### config.mk
export PLATFORM = sky130hd
export DESIGN_NAME = supercover_line_cells
export DESIGN_NICKNAME = d
export VERILOG_FILES = /design/src/hdl/slc_pkg.sv /design/src/hdl/slc_core.sv /design/src/hdl/supercover_line_cells.sv
export SDC_FILE = /design/constraint.sdc
export NUM_CORES = 1
export LEC_CHECK = 0
export BUFFER_PORTS_ARGS = -buffer_cell sky130_fd_sc_hd__buf_2
export CAP_MARGIN = 10
export CORE_MARGIN = 1.5
export CORE_UTILIZATION = 65
export DETAILED_ROUTE_END_ITERATION = 8
export GPL_TIMING_DRIVEN = 1
export PLACE_DENSITY = 0.84
export SYNTH_ARGS = -nofsm -noshare
export SYNTH_HDL_FRONTEND = slang
export SYNTH_SLANG_ARGS = --single-unit
export TNS_END_PERCENT = 10
### constraint.sdc
create_clock -name clk -period 30.9 [get_ports clk]
set_clock_uncertainty 0.15 [all_clocks]
set_input_delay 0 -clock clk [delete_from_list [all_inputs] [get_ports clk]]
set_output_delay 0 -clock clk [all_outputs]
set_load 0.01 [all_outputs]
### src/hdl/slc_pkg.sv
// shared types and constants for the supercover line cell generator
`timescale 1ns / 1ps
`default_nettype none

package slc_pkg;

    localparam int FIELD_BITS         = 16;
    localparam int COORD_BITS_DEFAULT = 16;

    typedef enum logic
    {
        OP_START = 1'b0,
        OP_NEXT  = 1'b1
    } op_t;

    typedef struct packed
    {
        logic valid;
        logic last;
    } cell_flags_t;

endpackage

`default_nettype wire

### src/hdl/slc_core.sv
// line tracer state, pending cell store and per-transaction cell step
`timescale 1ns / 1ps
`default_nettype none

module slc_core
    import slc_pkg::*;
#(
    parameter int COORD_BITS = COORD_BITS_DEFAULT
)
(
    input  wire logic                  clk,
    input  wire logic                  rst_n,
    input  wire logic                  advance,
    input  wire op_t                   op,
    input  wire logic [COORD_BITS-1:0] x0,
    input  wire logic [COORD_BITS-1:0] y0,
    input  wire logic [COORD_BITS-1:0] x1,
    input  wire logic [COORD_BITS-1:0] y1,
    output logic      [COORD_BITS-1:0] res_x,
    output logic      [COORD_BITS-1:0] res_y,
    output cell_flags_t                res_flags
);

    localparam int EW = COORD_BITS + 3;

    logic [COORD_BITS-1:0] cur_x_reg, cur_x_next;
    logic [COORD_BITS-1:0] cur_y_reg, cur_y_next;
    logic [COORD_BITS-1:0] span_x_reg, span_x_next;
    logic [COORD_BITS-1:0] span_y_reg, span_y_next;
    logic                  dxn_reg, dxn_next;
    logic                  dyn_reg, dyn_next;
    logic                  x_major_reg, x_major_next;
    logic [EW-1:0]         err_acc_reg, err_acc_next;
    logic [EW-1:0]         err_prev_reg, err_prev_next;
    logic [COORD_BITS-1:0] steps_reg, steps_next;
    logic [1:0]            pend_cnt_reg, pend_cnt_next;
    logic                  active_reg, active_next;

    logic [COORD_BITS-1:0] pend_x_reg [2];
    logic [COORD_BITS-1:0] pend_y_reg [2];
    logic [COORD_BITS-1:0] pend_x_next [2];
    logic [COORD_BITS-1:0] pend_y_next [2];

    // start decode
    logic                  st_dxn;
    logic                  st_dyn;
    logic [COORD_BITS-1:0] st_sx;
    logic [COORD_BITS-1:0] st_sy;
    logic                  st_xm;
    logic [COORD_BITS-1:0] st_major;

    // step datapath
    logic [COORD_BITS-1:0] major;
    logic [COORD_BITS-1:0] minor;
    logic [EW-1:0]         dmaj;
    logic [EW-1:0]         dmin;
    logic [COORD_BITS-1:0] nx;
    logic [COORD_BITS-1:0] ny;
    logic [COORD_BITS-1:0] stepped_x;
    logic [COORD_BITS-1:0] stepped_y;
    logic [EW-1:0]         acc1;
    logic [EW-1:0]         acc2;
    logic [EW-1:0]         sum_s;
    logic                  corner;
    logic [COORD_BITS-1:0] m_x;
    logic [COORD_BITS-1:0] m_y;
    logic [COORD_BITS-1:0] j_x;
    logic [COORD_BITS-1:0] j_y;
    logic [COORD_BITS-1:0] steps_inc;

    assign st_dxn   = x1 < x0;
    assign st_dyn   = y1 < y0;
    assign st_sx    = st_dxn ? x0 - x1 : x1 - x0;
    assign st_sy    = st_dyn ? y0 - y1 : y1 - y0;
    assign st_xm    = st_sx >= st_sy;
    assign st_major = st_xm ? st_sx : st_sy;

    assign major     = x_major_reg ? span_x_reg : span_y_reg;
    assign minor     = x_major_reg ? span_y_reg : span_x_reg;
    assign dmaj      = EW'({major, 1'b0});
    assign dmin      = EW'({minor, 1'b0});
    assign stepped_x = dxn_reg ? cur_x_reg - 1'b1 : cur_x_reg + 1'b1;
    assign stepped_y = dyn_reg ? cur_y_reg - 1'b1 : cur_y_reg + 1'b1;
    assign acc1      = err_acc_reg + dmin;
    assign corner    = acc1 > dmaj;
    assign acc2      = corner ? acc1 - dmaj : acc1;
    assign sum_s     = acc2 + err_prev_reg;
    assign steps_inc = steps_reg + 1'b1;

    // new main cell: major axis always moves, minor axis on a corner crossing
    assign nx = (x_major_reg || corner) ? stepped_x : cur_x_reg;
    assign ny = (!x_major_reg || corner) ? stepped_y : cur_y_reg;

    // side cells behind on the minor and on the major axis
    assign m_x = x_major_reg ? nx : cur_x_reg;
    assign m_y = x_major_reg ? cur_y_reg : ny;
    assign j_x = x_major_reg ? cur_x_reg : nx;
    assign j_y = x_major_reg ? ny : cur_y_reg;

    always_comb
    begin
        cur_x_next     = cur_x_reg;
        cur_y_next     = cur_y_reg;
        span_x_next    = span_x_reg;
        span_y_next    = span_y_reg;
        dxn_next       = dxn_reg;
        dyn_next       = dyn_reg;
        x_major_next   = x_major_reg;
        err_acc_next   = err_acc_reg;
        err_prev_next  = err_prev_reg;
        steps_next     = steps_reg;
        pend_cnt_next  = pend_cnt_reg;
        active_next    = active_reg;
        pend_x_next[0] = pend_x_reg[0];
        pend_y_next[0] = pend_y_reg[0];
        pend_x_next[1] = pend_x_reg[1];
        pend_y_next[1] = pend_y_reg[1];
        res_x          = '0;
        res_y          = '0;
        res_flags      = '0;

        if (op == OP_START)
        begin
            dxn_next        = st_dxn;
            dyn_next        = st_dyn;
            span_x_next     = st_sx;
            span_y_next     = st_sy;
            x_major_next    = st_xm;
            err_acc_next    = EW'(st_major);
            err_prev_next   = EW'(st_major);
            steps_next      = '0;
            pend_cnt_next   = '0;
            cur_x_next      = x0;
            cur_y_next      = y0;
            res_x           = x0;
            res_y           = y0;
            res_flags.valid = 1'b1;
            res_flags.last  = (st_major == '0);
            active_next     = (st_major != '0);
        end
        else if (!active_reg)
        begin
            res_flags = '0;
        end
        else if (pend_cnt_reg != 2'd0)
        begin
            res_x           = pend_x_reg[0];
            res_y           = pend_y_reg[0];
            pend_x_next[0]  = pend_x_reg[1];
            pend_y_next[0]  = pend_y_reg[1];
            pend_cnt_next   = pend_cnt_reg - 2'd1;
            res_flags.valid = 1'b1;
            res_flags.last  = (pend_cnt_next == 2'd0) && (steps_reg >= major);
            active_next     = !res_flags.last;
        end
        else
        begin
            cur_x_next    = nx;
            cur_y_next    = ny;
            err_acc_next  = acc2;
            err_prev_next = acc2;
            steps_next    = steps_inc;
            if (!corner)
            begin
                res_x         = nx;
                res_y         = ny;
                pend_cnt_next = 2'd0;
            end
            else if (sum_s < dmaj)
            begin
                res_x          = m_x;
                res_y          = m_y;
                pend_x_next[0] = nx;
                pend_y_next[0] = ny;
                pend_cnt_next  = 2'd1;
            end
            else if (sum_s > dmaj)
            begin
                res_x          = j_x;
                res_y          = j_y;
                pend_x_next[0] = nx;
                pend_y_next[0] = ny;
                pend_cnt_next  = 2'd1;
            end
            else
            begin
                // exact corner: both side cells
                res_x          = m_x;
                res_y          = m_y;
                pend_x_next[0] = j_x;
                pend_y_next[0] = j_y;
                pend_x_next[1] = nx;
                pend_y_next[1] = ny;
                pend_cnt_next  = 2'd2;
            end
            res_flags.valid = 1'b1;
            res_flags.last  = (pend_cnt_next == 2'd0) && (steps_inc >= major);
            active_next     = !res_flags.last;
        end
    end

    always_ff @(posedge clk or negedge rst_n)
    begin
        if (!rst_n)
        begin
            cur_x_reg    <= '0;
            cur_y_reg    <= '0;
            span_x_reg   <= '0;
            span_y_reg   <= '0;
            dxn_reg      <= 1'b0;
            dyn_reg      <= 1'b0;
            x_major_reg  <= 1'b0;
            err_acc_reg  <= '0;
            err_prev_reg <= '0;
            steps_reg    <= '0;
            pend_cnt_reg <= '0;
            active_reg   <= 1'b0;
        end
        else if (advance)
        begin
            cur_x_reg    <= cur_x_next;
            cur_y_reg    <= cur_y_next;
            span_x_reg   <= span_x_next;
            span_y_reg   <= span_y_next;
            dxn_reg      <= dxn_next;
            dyn_reg      <= dyn_next;
            x_major_reg  <= x_major_next;
            err_acc_reg  <= err_acc_next;
            err_prev_reg <= err_prev_next;
            steps_reg    <= steps_next;
            pend_cnt_reg <= pend_cnt_next;
            active_reg   <= active_next;
        end
    end

    // pending store, no reset
    always_ff @(posedge clk)
    begin
        if (advance)
        begin
            pend_x_reg[0] <= pend_x_next[0];
            pend_y_reg[0] <= pend_y_next[0];
            pend_x_reg[1] <= pend_x_next[1];
            pend_y_reg[1] <= pend_y_next[1];
        end
    end

`ifndef NO_ASSERTIONS
    a_pend_bound: assert property (@(posedge clk) disable iff (!rst_n)
        pend_cnt_reg != 2'd3)
        else $error("pending count out of range");

    a_pend_active: assert property (@(posedge clk) disable iff (!rst_n)
        pend_cnt_reg != 2'd0 |-> active_reg)
        else $error("queued cells without an active line");

    a_steps_bound: assert property (@(posedge clk) disable iff (!rst_n)
        active_reg |-> steps_reg <= major)
        else $error("major-axis steps beyond line length");
`endif

endmodule

`default_nettype wire

### src/hdl/supercover_line_cells.sv
// supercover line cell generator top level: input register, tracer core, result register
`timescale 1ns / 1ps
`default_nettype none

// channel   signals                                  direction
// input     in_valid, in_ready, opcode, start_x,      in
//           start_y, end_x, end_y
// output    out_valid, out_ready, cell_x, cell_y,     out
//           cell_valid, last_cell
//
// one transaction per cycle unless the output stalls; each result passes both registers
// the tracer step is two adds, one subtract and three compares on the error term
// reset clears the line state, so a next transaction after reset gives an invalid result
// a stalled output holds its result while one more transaction waits in the input register

module supercover_line_cells
    import slc_pkg::*;
#(
    parameter int COORD_BITS = COORD_BITS_DEFAULT
)
(
    input  wire logic                  clk,
    input  wire logic                  rst_n,
    input  wire logic                  in_valid,
    output logic                       in_ready,
    input  wire logic                  opcode,
    input  wire logic [FIELD_BITS-1:0] start_x,
    input  wire logic [FIELD_BITS-1:0] start_y,
    input  wire logic [FIELD_BITS-1:0] end_x,
    input  wire logic [FIELD_BITS-1:0] end_y,
    output logic                       out_valid,
    input  wire logic                  out_ready,
    output logic      [FIELD_BITS-1:0] cell_x,
    output logic      [FIELD_BITS-1:0] cell_y,
    output logic                       cell_valid,
    output logic                       last_cell
);

    logic                  in_valid_reg;
    op_t                   op_reg;
    logic [COORD_BITS-1:0] x0_reg;
    logic [COORD_BITS-1:0] y0_reg;
    logic [COORD_BITS-1:0] x1_reg;
    logic [COORD_BITS-1:0] y1_reg;

    logic                  out_valid_reg;
    logic [FIELD_BITS-1:0] cell_x_reg;
    logic [FIELD_BITS-1:0] cell_y_reg;
    cell_flags_t           flags_reg;

    logic                  advance;
    logic [COORD_BITS-1:0] core_x;
    logic [COORD_BITS-1:0] core_y;
    cell_flags_t           core_flags;

    assign advance  = in_valid_reg && (!out_valid_reg || out_ready);
    assign in_ready = !in_valid_reg || advance;

    always_ff @(posedge clk or negedge rst_n)
    begin
        if (!rst_n)
        begin
            in_valid_reg <= 1'b0;
        end
        else if (in_ready)
        begin
            in_valid_reg <= in_valid;
        end
    end

    always_ff @(posedge clk)
    begin
        if (in_ready && in_valid)
        begin
            op_reg <= op_t'(opcode);
            x0_reg <= COORD_BITS'(start_x);
            y0_reg <= COORD_BITS'(start_y);
            x1_reg <= COORD_BITS'(end_x);
            y1_reg <= COORD_BITS'(end_y);
        end
    end

    slc_core #(
        .COORD_BITS (COORD_BITS)
    ) u_core (
        .clk       (clk),
        .rst_n     (rst_n),
        .advance   (advance),
        .op        (op_reg),
        .x0        (x0_reg),
        .y0        (y0_reg),
        .x1        (x1_reg),
        .y1        (y1_reg),
        .res_x     (core_x),
        .res_y     (core_y),
        .res_flags (core_flags)
    );

    always_ff @(posedge clk or negedge rst_n)
    begin
        if (!rst_n)
        begin
            out_valid_reg <= 1'b0;
        end
        else if (advance)
        begin
            out_valid_reg <= 1'b1;
        end
        else if (out_ready)
        begin
            out_valid_reg <= 1'b0;
        end
    end

    always_ff @(posedge clk)
    begin
        if (advance)
        begin
            cell_x_reg <= FIELD_BITS'(core_x);
            cell_y_reg <= FIELD_BITS'(core_y);
            flags_reg  <= core_flags;
        end
    end

    assign out_valid  = out_valid_reg;
    assign cell_x     = cell_x_reg;
    assign cell_y     = cell_y_reg;
    assign cell_valid = flags_reg.valid;
    assign last_cell  = flags_reg.last;

`ifndef NO_ASSERTIONS
    a_drain: assert property (@(posedge clk) disable iff (!rst_n)
        in_valid_reg && !out_valid_reg |=> out_valid)
        else $error("held transaction not moved to result register");

    a_start_valid: assert property (@(posedge clk) disable iff (!rst_n)
        advance && op_reg == OP_START |=> out_valid && cell_valid)
        else $error("start transaction gave no cell");

    a_last_valid: assert property (@(posedge clk) disable iff (!rst_n)
        out_valid && last_cell |-> cell_valid)
        else $error("last flag on an invalid result");
`endif

endmodule

`default_nettype wire

* After elaboration in Yosys (flattened, before gate mapping)
Memory sizes are Yosys's and may differ from the RTL's. Index checks and enable logic that the tools add are counted.
Cells by class: reductions and logical operators 22, mux-type cells 75, div/mod/pow operators 0, $lt $le $gt $ge 8, equality and inequality tests 2, multiply operators 0, bitwise operators 1, add/sub/neg operators 13, shifts and indexed selects 0
Operators with widths (number):
- 16-bit 2-to-1 mux | 46
- 32-bit 2-to-1 mux | 6
- 19-bit 2-to-1 mux | 4
- 16-bit subtractor | 4
- 16-bit by 1-bit adder with 16-bit output (second input constant) | 3
- 16-bit greater-or-equal comparator | 3
- 19-bit by 17-bit greater-than comparator with 1-bit output | 2
- 16-bit < comparator | 2
- 16-bit by 1-bit subtractor with 16-bit output (second input constant) | 2
- 2-bit 2-to-1 mux | 10
- 19-bit by 17-bit adder with 19-bit output | 1
- 19-bit adder | 1
- 19-bit by 17-bit < comparator with 1-bit output | 1
- 19-bit by 17-bit subtractor with 19-bit output | 1
- 16-bit zero test | 1
- 16-bit nonzero test | 1
- 1-bit 2-to-1 mux | 9
- 1-bit zero test | 5
- 1-bit logical AND | 4
- 2-bit zero test | 2
- 1-bit logical OR | 4
- 2-bit AND reduction | 2
- 2-bit nonzero test | 2
- 3-bit AND reduction | 1
- other kinds (4) | 4
Storage, ports and cells: ROM bits 0, memory bits (writable) 64, word-level logic and storage cells 145, bits in registers 206, memories kept 2, bits in latches 0
Memories:
- u_core.pend_x_reg | depth 2, width 16, rd ports 2, clocked after Yosys merged registers in 0, wr ports 2, line slc_core.sv:39 | logic [COORD_BITS-1:0] pend_x_reg [2];
- u_core.pend_y_reg | depth 2, width 16, rd ports 2, clocked after Yosys merged registers in 0, wr ports 2, line slc_core.sv:40 | logic [COORD_BITS-1:0] pend_y_reg [2];

* Depth between registers and ports, before layout
word-level depth 18, mapped depth 49, depth with buffers taken out 45

* Modules after synthesis
A second synthesis with hierarchy kept.
Second synthesis, totals: cells, all modules 2264, area, all modules 20672.3 um2
By module, submodules not included:
- slc_core | seq. area each 4549.4 um2, cells an instance 2157, times used 1, area each 17595.6 um2
- supercover_line_cells | seq. area each 3022.9 um2, cells an instance 107, times used 1, area each 3076.7 um2

* Least setup slack after synthesis
Ideal clock, no wire load.
kind flip-flop to flip-flop, start reg, netlist name u_core.x_major_reg, end mem u_core.pend_x_reg[0][16] (netlist bit), enable pin, clock period less this slack 12.095 ns, path slack 18.805 ns, setup time 0.501 ns, stages on the path, launching flop included 38, arrival 11.444 ns, cells stage by stage dfrtp_1 > buf_2 > buf_1 > clkbuf_1 > mux2_2 > ha_1 > and2_4 > or3_1 > o31a_1 > or3_2 > a21oi_1 > xnor2_1 > ha_1 > and3_1 > a221o_1 > a221o_1 > mux2_2 > o21ai_0 > [... 2 more ...] > a21oi_1 > ha_1 > a211oi_1 > o21ai_0 > nand4_1 > nand2_1 > and2_1 > o21ai_0 > nand2b_1 > a21o_1 > a21oi_1 > xnor2_1 > ha_1 > and3_1 > nand3_1 > nor4_1 > nand2_1 > nor4_1
RTL lines (line):
- end, declared | slc_core.sv:39

* Worst setup path in the final report
start reg u_core.x_major_reg, end reg cell_x_reg[11], in the netlist cell_x[11], data pin
On the way: longest elaborated chain between the ends 12, elaborated cells on any way between the ends 19
RTL lines:
- start, declared | line slc_core.sv:32 | logic x_major_reg, x_major_next;
- start signal, assigned | line slc_core.sv:227 | x_major_reg <= x_major_next;
- 16-bit 2-to-1 mux | line slc_core.sv:79 | assign minor = x_major_reg ? span_y_reg : span_x_reg;
- 19-bit by 17-bit adder with 19-bit output | line slc_core.sv:84 | assign acc1 = err_acc_reg + dmin;
- 19-bit by 17-bit subtractor with 19-bit output or 19-bit by 17-bit greater-than comparator with 1-bit output (tied branches) | line slc_core.sv:86, slc_core.sv:85
- 19-bit 2-to-1 mux or 1-bit logical OR (tied branches) | line slc_core.sv:86, slc_core.sv:91
- 19-bit adder or 16-bit 2-to-1 mux (tied branches) | line slc_core.sv:87, slc_core.sv:91
- 19-bit by 17-bit greater-than comparator with 1-bit output (tied with other cells) | line slc_core.sv:177 | else if (sum_s > dmaj)
- 16-bit 2-to-1 mux | line slc_core.sv:177
- 16-bit 2-to-1 mux | line slc_core.sv:169 | else if (sum_s < dmaj)
- 16-bit 2-to-1 mux (*) | line slc_core.sv:163 | if (!corner)
- 16-bit 2-to-1 mux (*) | line slc_core.sv:145 | else if (pend_cnt_reg != 2'd0)
- 16-bit 2-to-1 mux (*) | line slc_core.sv:141 | else if (!active_reg)
- 16-bit 2-to-1 mux (*) | line slc_core.sv:122 | if (op == OP_START)
- net core_x[11] | line supercover_line_cells.sv:52 | logic [COORD_BITS-1:0] core_x;
- end signal, assigned | line supercover_line_cells.sv:119 | cell_x_reg <= FIELD_BITS'(core_x);
- end, declared | line supercover_line_cells.sv:47 | logic [FIELD_BITS-1:0] cell_x_reg;
The timed path passes the listed nets; every way through them passes the cells marked *. A chain may end at the register's enable or synchronous reset.

==> out/results.tsv <==
metric	value	unit
fin_crit	11.50	ns
placed_area	0.0213	sq mm
rsz0062_at_grt	no	
insertion_delay	0.60	ns
crit_path_start	u_core.x_major_reg	
fillers	2030	
cp_top_family	compound AO/OA/AOI/OAI gates	
crit_top_cell	a21oi_1	
drcViolationCount	0	
synth-seq-cells	270	
r2r_start	u_core.x_major_reg	
worstPathRequired	31.06	ns
dr_total_vias	19503	
antenna_found_initial	1	
wirelength	69600	um
syn_area_per_cell	9.40	sq um
drive_gt1_share	10.3	%
endpoint_kind	flop	
critPathKind	reg -> reg	
setup_viol	0	
critPathLaunchType	flop	
viasPerCell	6.97	
diodes	0	
first_pass_iters	6	
start_util	66.4	%
rows	64	
netlist_area	0.0205	sq mm
place_hpwl	44100	um
htreeDepth	1	
hold_viol	0	
die_h	180	um
synth_cells	2177	
layout_setup_ws	19.40	ns
status	finished, final reports clean	
r2r_setup_slack	19.40	ns
wl_per_cell	24.9	um
fmax	87.0	MHz
grt_max_degree	66	
die-width	180	um
cts_tree	built	
synth_cell_types	77	
critPathMaxStageDelay	1.02	ns
area_growth	15.7	%
yosysTopAreaCellShare	23.9	%
worst_pin_slew	1.32	ns
post-route-period-util	37.2	%
cp_max_fo	44	
synth_edf_count	163	
synthTopCellsByArea	edfxtp_1 (24%), dfrtp_1 (13%), ha_1 (13%)	
finalSetupTns	0	ns
crit_arrival	11.66	ns
grt_usage	42.3	%
seq_area_frac_synth	37.0	%
cts_buffers	31	
hold_start	end_x[4]	
async_flop_share	39.6	%
die_area	0.0326	sq mm
ys_warn_count	0	
max_cap_viol_count	0	
io_buffers	104	
drv_slew	0	
ant_nets	0	
post_cts_buffers	0	
relSlewSlack	11.5	%
path_clk_slew	0.07	ns
synthFlopType	edfxtp_1	
gp_congestion	1.02	
fin_area	0.0237	sq mm
yosysTopAreaCell	edfxtp_1	
dr.first_iter.drc_count	2333	
clock-sinks	270	
dp_worst_setup_slack	19.73	ns
io_pins	105	
grt_first_pass_wirelength	108000	um
critPathSlowestCell	dfrtp_2	
cts_buffer_depth	3	
hp-class	in -> reg	
worstPathBufferInverterCount	2	
grt_pass1_vias	19595	
overflow	0	
syn-num-nets	2461	
root_buffer	clkbuf_16	
final_nets	2662	
core_area	0.0308	sq mm
-- logic make-up (layout without fill, tap and decap cells) --
kind of cell / after synthesis / after routing / synth area share (%)
and+or+nand+nor: 542 / 542 / 12.3
xor gates and xnor gates: 112 / 112 / 4.79
AOI/OAI and AO/OA: 667 / 667 / 20.9
DFF: 270 / 270 / 37.0
adders and majority gates: 215 / 215 / 13.5
muxes: 142 / 142 / 7.21
buffers and inverters: 229 / 454 / 4.33
-- cells in the mapped netlist, types with 6 or more instances --
cell type  number
and4_1          6
inv_1         136
clkbuf_1       77
buf_2           9
o211a_1         6
nand2b_1       30
or3_1          14
a22o_1          8
a21oi_1       148
o211ai_1       10
a211oi_1       35
a21o_1         60
mux2i_1        98
a221o_1        20
nand3_1        37
fa_1            9
o21a_1         18
a31oi_1        10
nor2b_1        11
nor3_1         40
edfxtp_1      163
nor2_1        115
nand2_1       217
or2_2           6
nand4_1        28
o41ai_1         7
xor2_1         39
or4_1           7
and3_1         13
o31ai_1         8
ha_1          206
xnor2_1        73
o21bai_1       22
mux2_2         44
o221ai_1       19
dfrtp_1       107
o31a_1          6
o21ai_0       212
a22oi_1        26
-- worst reg2reg max path, delay by kind of cell (launching register included) --
family,cells,cell delay [ns]
fa+ha+maj,5,1.63
simple gates,6,0.93
mux,3,0.94
buf+inv,2,0.64
xor+xnor,2,0.30
compound gates,26,5.64
flops,1,1.02
-- repair_timing --
| action | 4_1_cts | 5_1_grt |
|---|---|---|
| resized for setup | 0 | 0 |
| hold buffers | 134 | 0 |
| endpoints found under the hold margin | 124 | 0 |
-- per-stage QoR --
stage          util [%]  hold slack [ns]  std cells
2_1_floorplan         -           -0.446       2177
3_3_place_gp       69.2           0.0193       2607
3_5_place_dp       69.2           0.0249       2607
4_1_cts            76.8           0.0107       2798
5_1_grt            76.8           0.0458       2798
6_report           76.8           0.0481       2798
-- metal layers --
metal / routed length, um / part of all wire, % / vias up / GRT usage, %
li1: - / - / 8450 / -
met1: 25500 / 37 / 9217 / 53.6
met2: 31700 / 46 / 1477 / 68.7
met3: 8270 / 12 / 359 / 8.73
met4: 4100 / 5.9 / 0 / 21.9
met5: 0 / 0 / - / 0
-- worst paths after layout --
path	endpoint	depth (start not counted)
worst min register to register	u_core.span_y_reg[8]	2
worst min-delay path	x1_reg[4]	2
worst max register to register	cell_x[11]	44
worst max-delay path	cell_x[11]	44
max in group asynchronous	u_core.x_major_reg	4
min in group asynchronous	u_core.err_acc_reg[14]	4
-- placed cells by master (no fill, tap or decap), types with 28 or more instances in the layout --
master	instances
inv_1	136
buf_2	103
xnor2_1	72
a21oi_1	146
dfrtp_1	106
ha_1	206
mux2_2	44
o21ai_0	212
nand2_1	215
dlygate4sd3_1	133
xor2_1	39
nor3_1	40
nand3_1	37
nor2_1	113
edfxtp_1	163
a21o_1	60
a211oi_1	34
nand2b_1	30
clkbuf_16	31
nand4_1	28
mux2i_1	98
-- final cells by class --
type                    instances  area, sq um  share of cell area (%)
inverters                     138          518                    2.19
clock inverters                17          161                   0.682
well taps                     396          495                    2.09
flip-flops and latches        270         7570                    32.0
repair buffers                259         2040                    8.61
multi-input cells            1678        12100                    51.0
clock buffers                  40          820                    3.46
Power is left out: the tool's default activity adds up to more than one toggle a clock period on the data nets, which glitch-free logic cannot reach.
